File: src/rtl/mma_pkg.sv
package mma_pkg;

    localparam int SAMPLE_W   = 12;
    localparam int AVG_W      = 16;
    localparam int CFG_W      = 5;
    localparam int FRAC_W     = 4;
    localparam int FIELDS     = 3;
    localparam int GROUP_SIZE = 4;

    localparam int IN_TDATA_W  = ((FIELDS * SAMPLE_W + 7) / 8) * 8;
    localparam int OUT_TDATA_W = ((FIELDS * AVG_W + 7) / 8) * 8;

    // reciprocal scale covers dividends below 2**22 (window store up to 64 deep)
    localparam int RECIP_SHIFT = 22;
    localparam int RECIP_W     = RECIP_SHIFT + 1;

    localparam logic [CFG_W-1:0] WINDOW_RESET = CFG_W'(8);

    typedef struct packed {
        logic store_en;
        logic sum1_en;
        logic sum2_en;
        logic mul_en;
    } lane_ctrl_t;

    // floor(2**22 / d)
    function automatic logic [RECIP_W-1:0] recip(input logic [CFG_W-1:0] d);
        logic [RECIP_W-1:0] r;
        case (d)
            5'd1:    r = 23'd4194304;
            5'd2:    r = 23'd2097152;
            5'd3:    r = 23'd1398101;
            5'd4:    r = 23'd1048576;
            5'd5:    r = 23'd838860;
            5'd6:    r = 23'd699050;
            5'd7:    r = 23'd599186;
            5'd8:    r = 23'd524288;
            5'd9:    r = 23'd466033;
            5'd10:   r = 23'd419430;
            5'd11:   r = 23'd381300;
            5'd12:   r = 23'd349525;
            5'd13:   r = 23'd322638;
            5'd14:   r = 23'd299593;
            5'd15:   r = 23'd279620;
            5'd16:   r = 23'd262144;
            5'd17:   r = 23'd246723;
            5'd18:   r = 23'd233016;
            5'd19:   r = 23'd220752;
            5'd20:   r = 23'd209715;
            5'd21:   r = 23'd199728;
            5'd22:   r = 23'd190650;
            5'd23:   r = 23'd182361;
            5'd24:   r = 23'd174762;
            5'd25:   r = 23'd167772;
            5'd26:   r = 23'd161319;
            5'd27:   r = 23'd155344;
            5'd28:   r = 23'd149796;
            5'd29:   r = 23'd144631;
            5'd30:   r = 23'd139810;
            5'd31:   r = 23'd135300;
            default: r = '0;
        endcase
        return r;
    endfunction

endpackage

File: src/rtl/mma_lane.sv
module mma_lane #(
    parameter int MAX_WINDOW = 16
) (
    input  logic                                 aclk,
    input  logic                                 aresetn,
    input  mma_pkg::lane_ctrl_t                  ctrl,
    input  logic [$clog2(MAX_WINDOW)-1:0]        slot,
    input  logic [mma_pkg::CFG_W-1:0]            win_len,
    input  logic [mma_pkg::SAMPLE_W-1:0]         sample,
    output logic [mma_pkg::AVG_W-1:0]            average
);

    localparam int PTR_W  = $clog2(MAX_WINDOW);
    localparam int GROUPS = (MAX_WINDOW + mma_pkg::GROUP_SIZE - 1) / mma_pkg::GROUP_SIZE;
    localparam int PART_W = mma_pkg::SAMPLE_W + $clog2(mma_pkg::GROUP_SIZE);
    localparam int SUM_W  = mma_pkg::SAMPLE_W + $clog2(MAX_WINDOW);
    localparam int DIV_W  = SUM_W + mma_pkg::FRAC_W;
    localparam int PROD_W = DIV_W + mma_pkg::RECIP_W;
    localparam int QD_W   = DIV_W + mma_pkg::CFG_W;

    logic [mma_pkg::SAMPLE_W-1:0] store_reg [MAX_WINDOW];
    logic [PART_W-1:0]            part_reg  [GROUPS];
    logic [PART_W-1:0]            part_next [GROUPS];
    logic [SUM_W-1:0]             sum_reg;
    logic [SUM_W-1:0]             sum_next;
    logic [DIV_W-1:0]             quo_reg;
    logic [DIV_W-1:0]             quo_next;
    logic [DIV_W-1:0]             dividend;
    logic [PROD_W-1:0]            prod;
    logic [QD_W-1:0]              qd;
    logic [DIV_W-1:0]             rem;
    logic [DIV_W-1:0]             quo_fix;

    // sample ring, cleared at reset
    always_ff @(posedge aclk) begin
        if (!aresetn) begin
            for (int k = 0; k < MAX_WINDOW; k++) begin
                store_reg[k] <= '0;
            end
        end else if (ctrl.store_en) begin
            store_reg[slot] <= sample;
        end
    end

    // first tree level: groups of four, masked by window length
    always_comb begin
        for (int g = 0; g < GROUPS; g++) begin
            part_next[g] = '0;
            for (int j = 0; j < mma_pkg::GROUP_SIZE; j++) begin
                if ((g * mma_pkg::GROUP_SIZE + j) < MAX_WINDOW &&
                    (g * mma_pkg::GROUP_SIZE + j) < int'(win_len)) begin
                    part_next[g] = part_next[g] +
                        PART_W'(store_reg[PTR_W'(g * mma_pkg::GROUP_SIZE + j)]);
                end
            end
        end
    end

    // second tree level
    always_comb begin
        sum_next = '0;
        for (int g = 0; g < GROUPS; g++) begin
            sum_next = sum_next + SUM_W'(part_reg[g]);
        end
    end

    // quotient estimate by reciprocal, low by at most one
    assign dividend = {sum_reg, {mma_pkg::FRAC_W{1'b0}}};
    assign prod     = PROD_W'(dividend) * PROD_W'(mma_pkg::recip(win_len));
    assign quo_next = prod[mma_pkg::RECIP_SHIFT +: DIV_W];

    always_ff @(posedge aclk) begin
        if (ctrl.sum1_en) begin
            for (int g = 0; g < GROUPS; g++) begin
                part_reg[g] <= part_next[g];
            end
        end
        if (ctrl.sum2_en) begin
            sum_reg <= sum_next;
        end
        if (ctrl.mul_en) begin
            quo_reg <= quo_next;
        end
    end

    // remainder check fixes the estimate
    assign qd      = QD_W'(quo_reg) * QD_W'(win_len);
    assign rem     = dividend - qd[DIV_W-1:0];
    assign quo_fix = (rem >= DIV_W'(win_len)) ? quo_reg + DIV_W'(1) : quo_reg;
    assign average = quo_fix[mma_pkg::AVG_W-1:0];

endmodule

File: config.mk
export PLATFORM = sky130hd
export DESIGN_NAME = mma_lane
export DESIGN_NICKNAME = d
export VERILOG_FILES = /design/src/rtl/mma_pkg.sv /design/src/rtl/mma_lane.sv
export SDC_FILE = /design/constraint.sdc
export NUM_CORES = 2
export LEC_CHECK = 0
export BUFFER_PORTS_ARGS = -buffer_cell sky130_fd_sc_hd__buf_4
export CAP_MARGIN = 0
export CORE_MARGIN = 8
export CORE_UTILIZATION = 35
export CTS_BUF_LIST = sky130_fd_sc_hd__clkbuf_8
export CTS_CLUSTER_SIZE = 10
export DETAILED_ROUTE_END_ITERATION = 6
export PLACE_DENSITY = 0.46
export SYNTH_ARGS = -nofsm -noshare
export SYNTH_HDL_FRONTEND = slang
export SYNTH_SLANG_ARGS = --single-unit
File: constraint.sdc
create_clock -name aclk -period 22.1 [get_ports aclk]
set_input_delay 2.21 -clock aclk [delete_from_list [all_inputs] [get_ports aclk]]
set_output_delay 2.21 -clock aclk [all_outputs]
set_load 0.02 [all_outputs]
# Yosys cells after proc, flatten, opt, wreduce, memory -nomap -nowiden

Memory sizes are Yosys's and may differ from the RTL's.
Cells that the tools add are included.
W data, S select, Z words.

Magnitude comparators: 17
Add/subtract/negate cells: 17
Reduce and logical (&&, ||, !) cells: 1
$mul: 2
Multiplexer cells: 26

Operators with widths:

| operator                | number |
|---|---|
| $add A14 B12 Y14        | 12 |
| $mux W14                | 12 |
| $mux W12                | 5 |
| $lt A4 B5 Y1 const A    | 8 |
| $mul A16 B23 Y38        | 1 |
| $ge A20 B5 Y1           | 1 |
| $lt A3 B5 Y1 const A    | 4 |
| $mul A20 B5 Y20         | 1 |
| $sub A20 B20 Y20        | 1 |
| $add A15 B14 Y16        | 1 |
| $add A16 B1 Y16 const B | 1 |
| $add A16 B14 Y16        | 1 |
| $mux W16                | 1 |
| $add A14 B14 Y15        | 1 |
| $reduce_or A12 Y1       | 1 |
| $lt A1 B5 Y1 const A    | 2 |
| $lt A2 B5 Y1 const A    | 2 |
| $mux W1                 | 7 |
| $mux W4                 | 1 |

Memories: 3
ROM bits: 736
Memory bits (writable): 248
Output and inout bits: 16
Flip-flop bits (word level): 36
Bits of input ports: 27
Word-level logic and storage cells: 68

Memory list:

| name             | depth | bits a word | rd ports | clocked after Yosys merged registers in | write ports | RTL line       | source |
|---|---|---|---|---|---|---|---|
| (name not given) | 32    | 23          | 1        | 0                                       | 0           | mma_pkg.sv:29  | `case (d)` |
| store_reg        | 16    | 12          | 16       | 0                                       | 16          | mma_lane.sv:21 | `logic [mma_pkg::SAMPLE_W-1:0] store_reg [MAX_WINDOW];` |
| part_reg         | 4     | 14          | 4        | 0                                       | 4           | mma_lane.sv:22 | `logic [PART_W-1:0] part_reg [GROUPS];` |

# Longest topological paths before layout

Depth after elaboration: 8
Depth in mapped cells: 32
Gate-level depth less buffers: 30

# Worst setup path after synthesis

Ideal clock, no wire load.

Path kind: in2out
From: in win_len[4] in the netlist's numbering
To: out average[8] in the netlist's numbering
Buffers on the path: 5
Arrival: 7,470 ps
Stages on the path: 20
Setup slack: 12,420 ps
Path through: clkbuf_1 -> buf_1 -> clkbuf_1 -> clkbuf_1 -> nand2_1 -> fa_1 -> fa_1 -> fa_1 -> ha_1 -> or2_0 -> and3_1 -> a2111oi_0 -> o21bai_1 -> a21oi_1 -> mux2i_1 -> nor2_1 -> nand4_2 -> buf_6 -> nand3_2 -> xnor2_1

Cells in the longest elaborated chain, start to end: 4

RTL lines:

| what             | RTL line       | source |
|---|---|---|
| from (decl)      | mma_lane.sv:8  | `input logic [mma_pkg::CFG_W-1:0] win_len,` |
| $mul A20 B5 Y20  | mma_lane.sv:87 | `assign qd = QD_W'(quo_reg) * QD_W'(win_len);` |
| $sub A20 B20 Y20 | mma_lane.sv:88 | `assign rem = dividend - qd[DIV_W-1:0];` |
| $ge A20 B5 Y1 *  | mma_lane.sv:89 | `assign quo_fix = (rem >= DIV_W'(win_len)) ? quo_reg + DIV_W'(1) : quo_reg;` |
| $mux W16 *       | mma_lane.sv:89 |  |
| to (decl)        | mma_lane.sv:10 | `output logic [mma_pkg::AVG_W-1:0] average` |

Mark *: on every way between the ends. The rest lies on a longest branch, timed or not.

# Final worst setup path

From: in win_len[4] in the netlist's numbering
To: out average[1] in the netlist's numbering

The elaborated chain is that of the path after synthesis.

==> impl_metrics.toml <==
[run_status]
outcome = "finished, final reports clean"

[worst_setup_path]
crit_path_max_fanout = 61
end_kind = "output port"
required_ns = 19.89
critPathKind = "input pin to output port"
critPathSlowestCell = "buf_4"
crit_path_frequent_cell = "fa_1"
slowest_delay_ns = 0.59
cp_cell_sequence = "buf_4, nand2_1, fa_1, fa_1, fa_1, ha_1, xor2_1, ha_1, nor3_1, o2111ai_1, a2111oi_2, nand4b_1, a311oi_2, nand4_2, mux2_2, buf_4"
arrival_ns = 7.74
startpoint_type = "input pin"

[drt]
vias_per_cell = 4.943
ant_nets = 0
route.vias.total = 24320
firstDrtPassIters = 5
drt_iter0_markers = 1190
routedWlPerCell_um = 19.63
drc = 0
wirelength_um = 96550

[clock_tree]
ctsResizeCount = 0
cts_buffers = 57
clk_latency_ns = 0.70
cts_root_buf = "clkbuf_8"
clkSlewWorstSetupHoldPaths_ns = 0.06
cts_buffer_depth = 3
cts_setup_buffers = 0
postCtsHoldBufs = 0
htree_levels = 2
cts_tree = "built"
cts_sinks = 284

[logic_synthesis]
yosysUniqueCellTypes = 87
synth-seq-cells = 284
seq_area_frac_synth = 0.2495
yosys.area.top_type_share = 0.2495
synth_area_leader_cell = "edfxtp_1"
async_flop_share = 0
synth_nets = 4300
yosys-top-cells-area = "edfxtp_1 25%, fa_1 23%, ha_1 11%, and2_1 7.6%, inv_1 5.0%"
syn_avg_cell_area_um2 = 9.543
synth-edff-count = 284
ys_warn_count = 0
netlist_instances = 3582
syn_area_um2 = 34180
synth-main-ff-cell = "edfxtp_1"

[global_routing]
grt_pass1_wl_um = 151100
track_usage = 0.1784
antenna_found_initial = 6
grt_pass1_vias = 25490
grt.overflow.total = 0
grt_max_degree = 66

[timing]
rsz0062_at_grt = "no"
fin_worst_skew_ns = 0.04928
holdWs_ns = 0.5569
max_freq_mhz = 100.5
period_needed_ns = 9.948
timing.final.crit_share = 0.4501
setup_viol = 0
max-slew-margin-rel = 0.2381
tns_ns = 0
tightest_slew_ns = 1.135
drv_slew = 0
report.final.hold_viol_count = 0

[placement]
io_buffer_count = 42
globalplace.congestion = 0.8325
hpwlAfterDp_um = 73460

[floorplan]
start_util = 0.3535
io_pins = 43
fp.dieH_um = 328.5
die_w_um = 328.5
die_area_um2 = 107900
core.rowCount = 114
core_um2 = 96710

[finish]
final_common_cell = "inv_1"
drive_gt1_frac = 0.07310
final_cell_mix = "474 x inv_1, 452 x nand2_1, 413 x and2_1"
multi_input_area_um2 = 23390
largest_reg_flops = 192
syn_to_final_growth_pct = 8.247
fillers = 9853
seq_area_um2 = 8528
nNetsFinal = 4313

[run]
cap_violations = 0

[min_path]
hold_path.class = "flip-flop to flip-flop"
==> metrics by stage <==
step | util | cell area (um^2) | instances | setup WS, ns
after floorplan | - | 34180 | 3582 | 12.42
after global placement | 0.3720 | 35980 | 4812 | 11.66
after detailed placement | 0.3720 | 35980 | 4812 | 11.61
after CTS | 0.3825 | 36990 | 4915 | 12.10
after global routing | 0.3825 | 37000 | 4917 | 11.74
final | 0.3826 | 37000 | 4919 | 12.15
==> layout make-up <==
class,instances,area share
Sequential cell,284,0.2305
Timing Repair Buffer,99,0.02009
Clock buffer,57,0.02120
Tap cell,1276,0.04315
Multi-Input combinational cell,2695,0.6322
Clock inverter,46,0.006121
Antenna cell,4,0.0002705
Inverter,458,0.04646
==> critical path: cells and delay by family <==
kind | cells | cell delay [ns]
compound gates | 3 | 0.80
fa+ha+maj | 5 | 2.20
mux | 1 | 0.50
buf+inv | 2 | 0.75
simple gates | 4 | 1.06
xor+xnor | 1 | 0.19
==> cells in the mapped netlist (all sizes together) (23+ instances only) <==
master    n
mux2     44
nor2b    24
ha      299
and3     32
nor3     48
and2    413
o21bai   23
nand2   456
a21o     48
xor2     69
a21oi   164
o21ai   137
nand2b   28
xnor2   106
nand3    37
inv     458
nor2    161
clkbuf  129
fa      392
edfxtp  284
==> cells by family after synthesis <==
family | count (synthesis) | share of synthesized area
XOR/XNOR | 175 | 0.04484
buffers and inverters | 603 | 0.06699
adder cells (fa/ha/maj) | 691 | 0.3390
AO/OA/AOI/OAI | 532 | 0.1007
AND/OR/NAND/NOR | 1244 | 0.1818
multiplexers | 53 | 0.01713
flip-flops | 284 | 0.2495
==> path summary, 6_finish.rpt <==
path	start	endpoint	slack [ns]	cells after the start
worst max-delay path	win_len[4]	average[1]	12.15	16
worst min-delay path	part_reg[0][0]	sum_reg[0]	0.56	1
worst max register to register	sum_reg[7]	quo_reg[14]	15.19	24
worst min register to register	part_reg[0][0]	sum_reg[0]	0.56	1
==> routing by layer <==
metal  up-vias  share of wire  track usage
li1      11800              -            -
met1     11980           0.47       0.2392
met2       420           0.48       0.3103
met3       115          0.034      0.01766
met4         0          0.019      0.03982
met5         -              0            0
Power is not shown: default switching activity piles up to over one toggle a cycle in this logic, so the estimate is an artifact.
